## src/rtl/rpn_pkg.sv

```systemverilog
`timescale 1ns / 1ps
package rpn_pkg;
	localparam int DataW = 64;
	localparam int OpW = 3;
	localparam int StatW = 2;
	localparam int DefDepth = 128;

	typedef enum logic [OpW-1:0] {
		OP_PUSH = 3'd0,
		OP_ADD  = 3'd1,
		OP_SUB  = 3'd2,
		OP_MUL  = 3'd3,
		OP_DIV  = 3'd4,
		OP_END  = 3'd5
	} op_t;

	typedef enum logic [StatW-1:0] {
		ST_OK      = 2'd0,
		ST_FULL    = 2'd1,
		ST_EMPTY   = 2'd2,
		ST_DIVZERO = 2'd3
	} status_t;

	localparam logic [DataW-1:0] MaxPos = {1'b0, {(DataW-1){1'b1}}};
	localparam logic [DataW-1:0] MinNeg = {1'b1, {(DataW-1){1'b0}}};

	// arithmetic unit command
	typedef struct packed {
		logic           start;
		logic [OpW-1:0] op;
	} alu_cmd_t;

	// saturate a sign and magnitude, with an overflow flag
	function automatic logic [DataW-1:0] sat_mag(input logic neg,
			input logic [DataW-1:0] mag, input logic ovf);
		logic [DataW-1:0] r;
		if (neg) begin
			if (ovf || mag > MinNeg) r = MinNeg;
			else r = -mag;
		end else begin
			if (ovf || mag[DataW-1]) r = MaxPos;
			else r = mag;
		end
		return r;
	endfunction
endpackage

```

## src/rtl/rpn_alu.sv

```systemverilog
`timescale 1ns / 1ps
// Bit-serial arithmetic: add/sub one bit per cycle, multiply by shift-add
// one multiplier bit per cycle, divide by restoring division one quotient
// bit per cycle.
module rpn_alu (
	input  logic                          clk,
	input  logic                          arst_n,
	input  rpn_pkg::alu_cmd_t             cmd,
	input  logic [rpn_pkg::DataW-1:0]     left,
	input  logic [rpn_pkg::DataW-1:0]     right,
	output logic                          done,
	output logic [rpn_pkg::DataW-1:0]     result
);
	import rpn_pkg::*;

	localparam int CntW = 7;
	localparam logic [CntW-1:0] AddLen = CntW'(DataW);
	localparam logic [CntW-1:0] MulLen = CntW'(DataW);
	localparam logic [CntW-1:0] DivLen = CntW'(96);

	typedef enum logic [2:0] {
		A_IDLE = 3'b001,
		A_RUN  = 3'b010,
		A_FIN  = 3'b100
	} astate_t;

	astate_t state_q;
	logic [OpW-1:0] op_q;
	logic [CntW-1:0] cnt_q;
	logic neg_q;
	logic [DataW-1:0] a_q, b_q, acc_q;
	logic [DataW:0] hi_q;       // multiply: upper accumulator with carry
	logic ovf_q;
	logic carry_q;
	logic [DataW-1:0] lo_q;     // add/sub result bits, mul low product
	logic [DataW:0] rem_q;
	logic [DataW-1:0] res_q;
	logic done_q;               // res_q holds the finished result

	logic [DataW-1:0] ma, mb;
	assign ma = left[DataW-1] ? -left : left;
	assign mb = right[DataW-1] ? -right : right;

	// serial add bit
	logic bb, sbit, cout;
	assign bb = (op_q == OP_SUB) ? ~b_q[0] : b_q[0];
	assign {cout, sbit} = {1'b0, a_q[0]} + {1'b0, bb} + {1'b0, carry_q};

	// multiply step: add multiplicand if multiplier lsb set, shift right
	logic [DataW:0] msum;
	assign msum = {1'b0, hi_q[DataW-1:0]} + (b_q[0] ? {1'b0, a_q} : '0);

	// divide step
	logic [DataW:0] rsh, rdif;
	assign rsh = {rem_q[DataW-1:0], a_q[DataW-1]};
	assign rdif = rsh - {1'b0, b_q};

	always_ff @(posedge clk or negedge arst_n) begin
		if (!arst_n) begin
			state_q <= A_IDLE;
			cnt_q <= '0;
			done_q <= 1'b0;
		end else begin
			done_q <= (state_q == A_FIN);
			case (state_q)
				A_IDLE: if (cmd.start) begin
					state_q <= A_RUN;
					cnt_q <= '0;
				end
				A_RUN: begin
					cnt_q <= cnt_q + 1'b1;
					if ((op_q == OP_DIV && cnt_q == DivLen - 1'b1) ||
					    (op_q == OP_MUL && cnt_q == MulLen - 1'b1) ||
					    ((op_q == OP_ADD || op_q == OP_SUB) &&
					     cnt_q == AddLen - 1'b1))
						state_q <= A_FIN;
				end
				A_FIN: state_q <= A_IDLE;
				default: state_q <= A_IDLE;
			endcase
		end
	end

	// datapath
	always_ff @(posedge clk) begin
		case (state_q)
			A_IDLE: if (cmd.start) begin
				op_q <= cmd.op;
				neg_q <= left[DataW-1] ^ right[DataW-1];
				ovf_q <= 1'b0;
				hi_q <= '0;
				rem_q <= '0;
				acc_q <= '0;
				carry_q <= (cmd.op == OP_SUB);
				if (cmd.op == OP_ADD || cmd.op == OP_SUB) begin
					a_q <= left;
					b_q <= right;
				end else begin
					a_q <= ma;
					b_q <= mb;
				end
			end
			A_RUN: begin
				case (op_q)
					OP_ADD, OP_SUB: begin
						a_q <= a_q >> 1;
						b_q <= b_q >> 1;
						carry_q <= cout;
						lo_q <= {sbit, lo_q[DataW-1:1]};
					end
					OP_MUL: begin
						b_q <= b_q >> 1;
						hi_q <= {1'b0, msum[DataW:1]};
						lo_q <= {msum[0], lo_q[DataW-1:1]};
					end
					OP_DIV: begin
						// dividend bits then 32 zero bits
						a_q <= a_q << 1;
						if (acc_q[DataW-1]) ovf_q <= 1'b1;
						if (!rdif[DataW]) begin
							rem_q <= rdif;
							acc_q <= {acc_q[DataW-2:0], 1'b1};
						end else begin
							rem_q <= rsh;
							acc_q <= {acc_q[DataW-2:0], 1'b0};
						end
					end
					default: ;
				endcase
			end
			A_FIN: begin
				case (op_q)
					OP_ADD:
						if (left[DataW-1] == right[DataW-1] &&
						    lo_q[DataW-1] != left[DataW-1])
							res_q <= left[DataW-1] ? MinNeg : MaxPos;
						else res_q <= lo_q;
					OP_SUB:
						if (left[DataW-1] != right[DataW-1] &&
						    lo_q[DataW-1] != left[DataW-1])
							res_q <= left[DataW-1] ? MinNeg : MaxPos;
						else res_q <= lo_q;
					OP_MUL:
						res_q <= sat_mag(neg_q, {hi_q[31:0], lo_q[DataW-1:32]},
							hi_q[DataW-1:32] != '0);
					default:
						res_q <= sat_mag(neg_q, acc_q, ovf_q);
				endcase
			end
			default: ;
		endcase
	end

	assign done = done_q;
	assign result = res_q;

	// idle unit only leaves idle on a start
	a_start: assert property (@(posedge clk) disable iff (!arst_n)
		(state_q == A_IDLE && !cmd.start) |=> state_q == A_IDLE)
		else $error("alu left idle without start");
	a_fin: assert property (@(posedge clk) disable iff (!arst_n)
		state_q == A_FIN |=> state_q == A_IDLE)
		else $error("alu finish not single cycle");
	a_cnt: assert property (@(posedge clk) disable iff (!arst_n)
		state_q == A_RUN |-> cnt_q < DivLen)
		else $error("alu counter overrun");
endmodule

```

## config.mk

```make
export PLATFORM = sky130hd
export DESIGN_NAME = rpn_alu
export DESIGN_NICKNAME = d
export VERILOG_FILES = /design/src/rtl/rpn_pkg.sv /design/src/rtl/rpn_alu.sv
export SDC_FILE = /design/constraint.sdc
export NUM_CORES = 1
export LEC_CHECK = 0
export BUFFER_PORTS_ARGS = -buffer_cell sky130_fd_sc_hd__buf_2
export CAP_MARGIN = 20
export CORE_MARGIN = 5
export CORE_UTILIZATION = 35
export DETAILED_ROUTE_END_ITERATION = 10
export SYNTH_ARGS = -nofsm -noshare
export SYNTH_HDL_FRONTEND = slang
export SYNTH_SLANG_ARGS = --single-unit
```

## constraint.sdc

```tcl
create_clock -name clk -period 12.1 [get_ports clk]
set_clock_uncertainty 0.05 [all_clocks]
set_input_delay 3.025 -clock clk [delete_from_list [all_inputs] [get_ports clk]]
set_output_delay 3.025 -clock clk [all_outputs]
set_load 0.05 [all_outputs]
```

==> impl_results.md <==
* Status: finished clean
* Yosys Warn Count at 0
* Fin crit period at 6420 ps
* Worst-Margin Slew at 1040 ps
* Max-cap viol count at 0
* Initial antenna violation count at 5
* Clock Pin Slew Worst Setup and Hold Paths at 60 ps
* Post-DP HPWL at 77,100 um
* Buffers added on ports at 198
* Critical setup path kind: in -> reg
* Top-count cell post-synth: nand2_1
* Hold_ws at 401 ps
* Clock Path Buffers at 3
* # hold bufs at CTS at 0
* Unrepaired setup endpoints after global routing: false
* Die area at 0.103 mm2
* GRT Util Overall at 0.196
* Final setup viols at 0
* Clock root buffer: clkbuf_16
* Yosys top cell area share at 0.405
* #FFs+latches synth at 465
* Top Metal Used: met5
* CP delay by family, top: simple AND/OR/NAND/NOR gates
* Synthesized area per cell at 8.75 um2
* Placed insts at 5,120
* # H-tree levels at 2
* Tcrit/Tclk final at 0.530
* Post-synthesis sequential area ratio at 0.413
* Asr flop ratio synth at 0.0237
* Critical R2R Capture: result[36]
* Final Max Tran Viols at 0
* Worst hold path class: reg -> reg
* Final GP Congestion at 0.913
* Worst path arrival time at 6740 ps
* Clock latency on the worst-skew pair at 660 ps
* Static leakage at 14.0 nW
* Synthesized area at 0.0337 mm2
* Num CTS Buffers at 57
* Height of the die at 320 um
* Worst path cell trace: buf_2, or3_1, nor4b_1, nor2b_1, nand2_1, nor2_1, nand3_1, nor3_1, nand2_1, o41ai_1, xor2_1, a21oi_1
* Critical Path RT at 12,420 ps
* Number of global-route vias before repair at 27.8k
* Largest cells by area after synthesis: edfxtp_1, a21oi_1, nand2_1
* Cell count after synthesis at 3,849
* Main synth FF type: edfxtp_1
* Net count reported at finish at 4,186
* Gr ovfl total at 0
* TritonRoute pass-1 iters at 5
* Flop2flop setup slack at 6630 ps
* Drt via density at 5.64
* Critical Path End: b_q[57]
* Count of different cell masters after synthesis at 86
* Hold Fails Final Rpt at 0
* Share of cells above drive strength 1 at 0.0967
* Crit end category: register
* Largest net degree at the start of global routing at 179
* Met2 Wirelength at 48,300 um
* Post-CTS Resized at 0
* Achievable frequency at 156 MHz
* Area delta synth->final at 12.3%
* Setup TNS at 0 ps
* Layout fillers at 9,621
* Synth area leader: edfxtp_1
* DRC Markers at 0
* Routed Antenna Nets at 0
* WP buf/inv at 1
* CP Launch Type: input pin
* I/O pins at 199
* Wirelength, routed at 105,000 um
* Pwr Total at 8.96 mW
* Synth cell count leaders: nand2_1, edfxtp_1, nor2_1
* R2R cell count at 12
* Pwr/cell area at 237 mW/mm2
* Post-synth EDFFs at 454
* Total number of vias at 29.5k
* # clock sinks at 465
* Cell Count, Final, Fillers Out at 5,231
* Top cell by count, worst path: nand2_1
* Slew headroom at 0.308
* 1st-iter DRT viols at 2,784
* CP max FO at 6
* Initial Util at 0.353
* Syn_nets at 4,120
* Slowest cell on the critical path: nor4b_1
* Met1 Wirelength at 47,100 um
* Die width at 320 um
* CORE AREA at 0.0953 mm2
* Fin util at 0.397
* CP max stage delay at 550 ps
* Setup crit start: right[4]
* Row Count at 113
* CTS tree: done
* Peak supply drop at 0.125 mV
* Wire length on met3 at 7080 um
* Reg2reg start: acc_q[0]
* Global-route wire length before repair at 163,000 um
* CP Depth at 12
* Setup Buffers After CTS at 0
* Post-DR wirelength/cell at 20.1 um
[kinds of logic (layout without fill, tap and decap cells)]
group           Yosys count  count (layout)  synth area share
compound gates         1078            1078             0.199
xor+xnor                297             297            0.0772
fa+ha+maj               137             137            0.0516
buf+inv                 343             456            0.0397
flops                   465             465             0.413
mux                      15              15           0.00446
other cells               0               4                 0
simple gates           1514            1514             0.215
[per-layer routing]
metal,global-route usage,up-vias
li1,-,14270
met2,0.318,948
met5,0,-
met1,0.275,14147
met4,0.0512,2
met3,0.0325,148
[flip-flops by register name (all words and copies together), names as in the netlist]
| signal | count |
|---|---|
| a_q | 64 |
| acc_q | 64 |
| b_q | 64 |
| carry_q | 1 |
| cnt_q | 7 |
| done | 1 |
| hi_q | 64 |
| lo_q | 64 |
| neg_q | 1 |
| op_q | 3 |
| ovf_q | 1 |
| rem_q | 64 |
| result | 64 |
| state_q | 3 |
[where the power goes]
group	internal [mW]	switching, mW
Combinational	1.54	2.77
Sequential	2.41	0.386
Clock	1.11	0.757
[layout by cell type, fill, tap and decap left out, types with 94 or more instances in the layout]
master / Yosys / layout
edfxtp_1: 454 / 454
nand2_1: 473 / 472
and2_1: 139 / 138
ha_1: 134 / 134
inv_1: 119 / 118
a21oi_1: 366 / 365
o21ai_0: 231 / 228
xor2_1: 152 / 151
nor2_1: 387 / 385
a21o_1: 94 / 94
buf_2: 3 / 198
a31oi_1: 97 / 95
nor3_1: 143 / 143
xnor2_1: 145 / 144
[stage by stage]
stage               cell area (um2)  setup WS [ps]
floorplan                     33700            940
global placement              35800           5240
detailed placement            35800           5190
CTS                           37800           5890
global route                  37800           5570
finish                        37800           5680
[cell type report]
cell class / instances / area [um2] / area share
flip-flops and latches: 465 / 13900 / 0.368
repair buffers: 230 / 1260 / 0.0334
clock buffers: 63 / 1450 / 0.0383
clock inverters: 43 / 577 / 0.0153
diodes: 4 / 10.0 / 0.000265
inverters: 120 / 458 / 0.0121
multi-input cells: 3041 / 18600 / 0.491
well taps: 1265 / 1580 / 0.0419
[how the worst min path moves through the flow]
stage / end / start / slack, ps / cells past startpoint
floorplan: lo_q[34] / lo_q[35] / 370 / 0
global placement: lo_q[30] / lo_q[31] / 380 / 0
detailed placement: lo_q[29] / lo_q[30] / 380 / 0
CTS: lo_q[26] / lo_q[27] / 410 / 0
global route: lo_q[29] / lo_q[30] / 420 / 0
finish: lo_q[30] / lo_q[31] / 400 / 0
[worst register-to-register path, stage by stage (launching register included)]
cell and delay (ps):
edfxtp_1 500, inv_1 130, ha_1 190, nor3b_1 570
nand3b_1 400, or4_2 820, nor3_1 380, nand3_1 180
a21oi_1 170, buf_4 320, nand2_1 670, or3_1 590
a31oi_1 300
(Power assumes the default switching activity.)
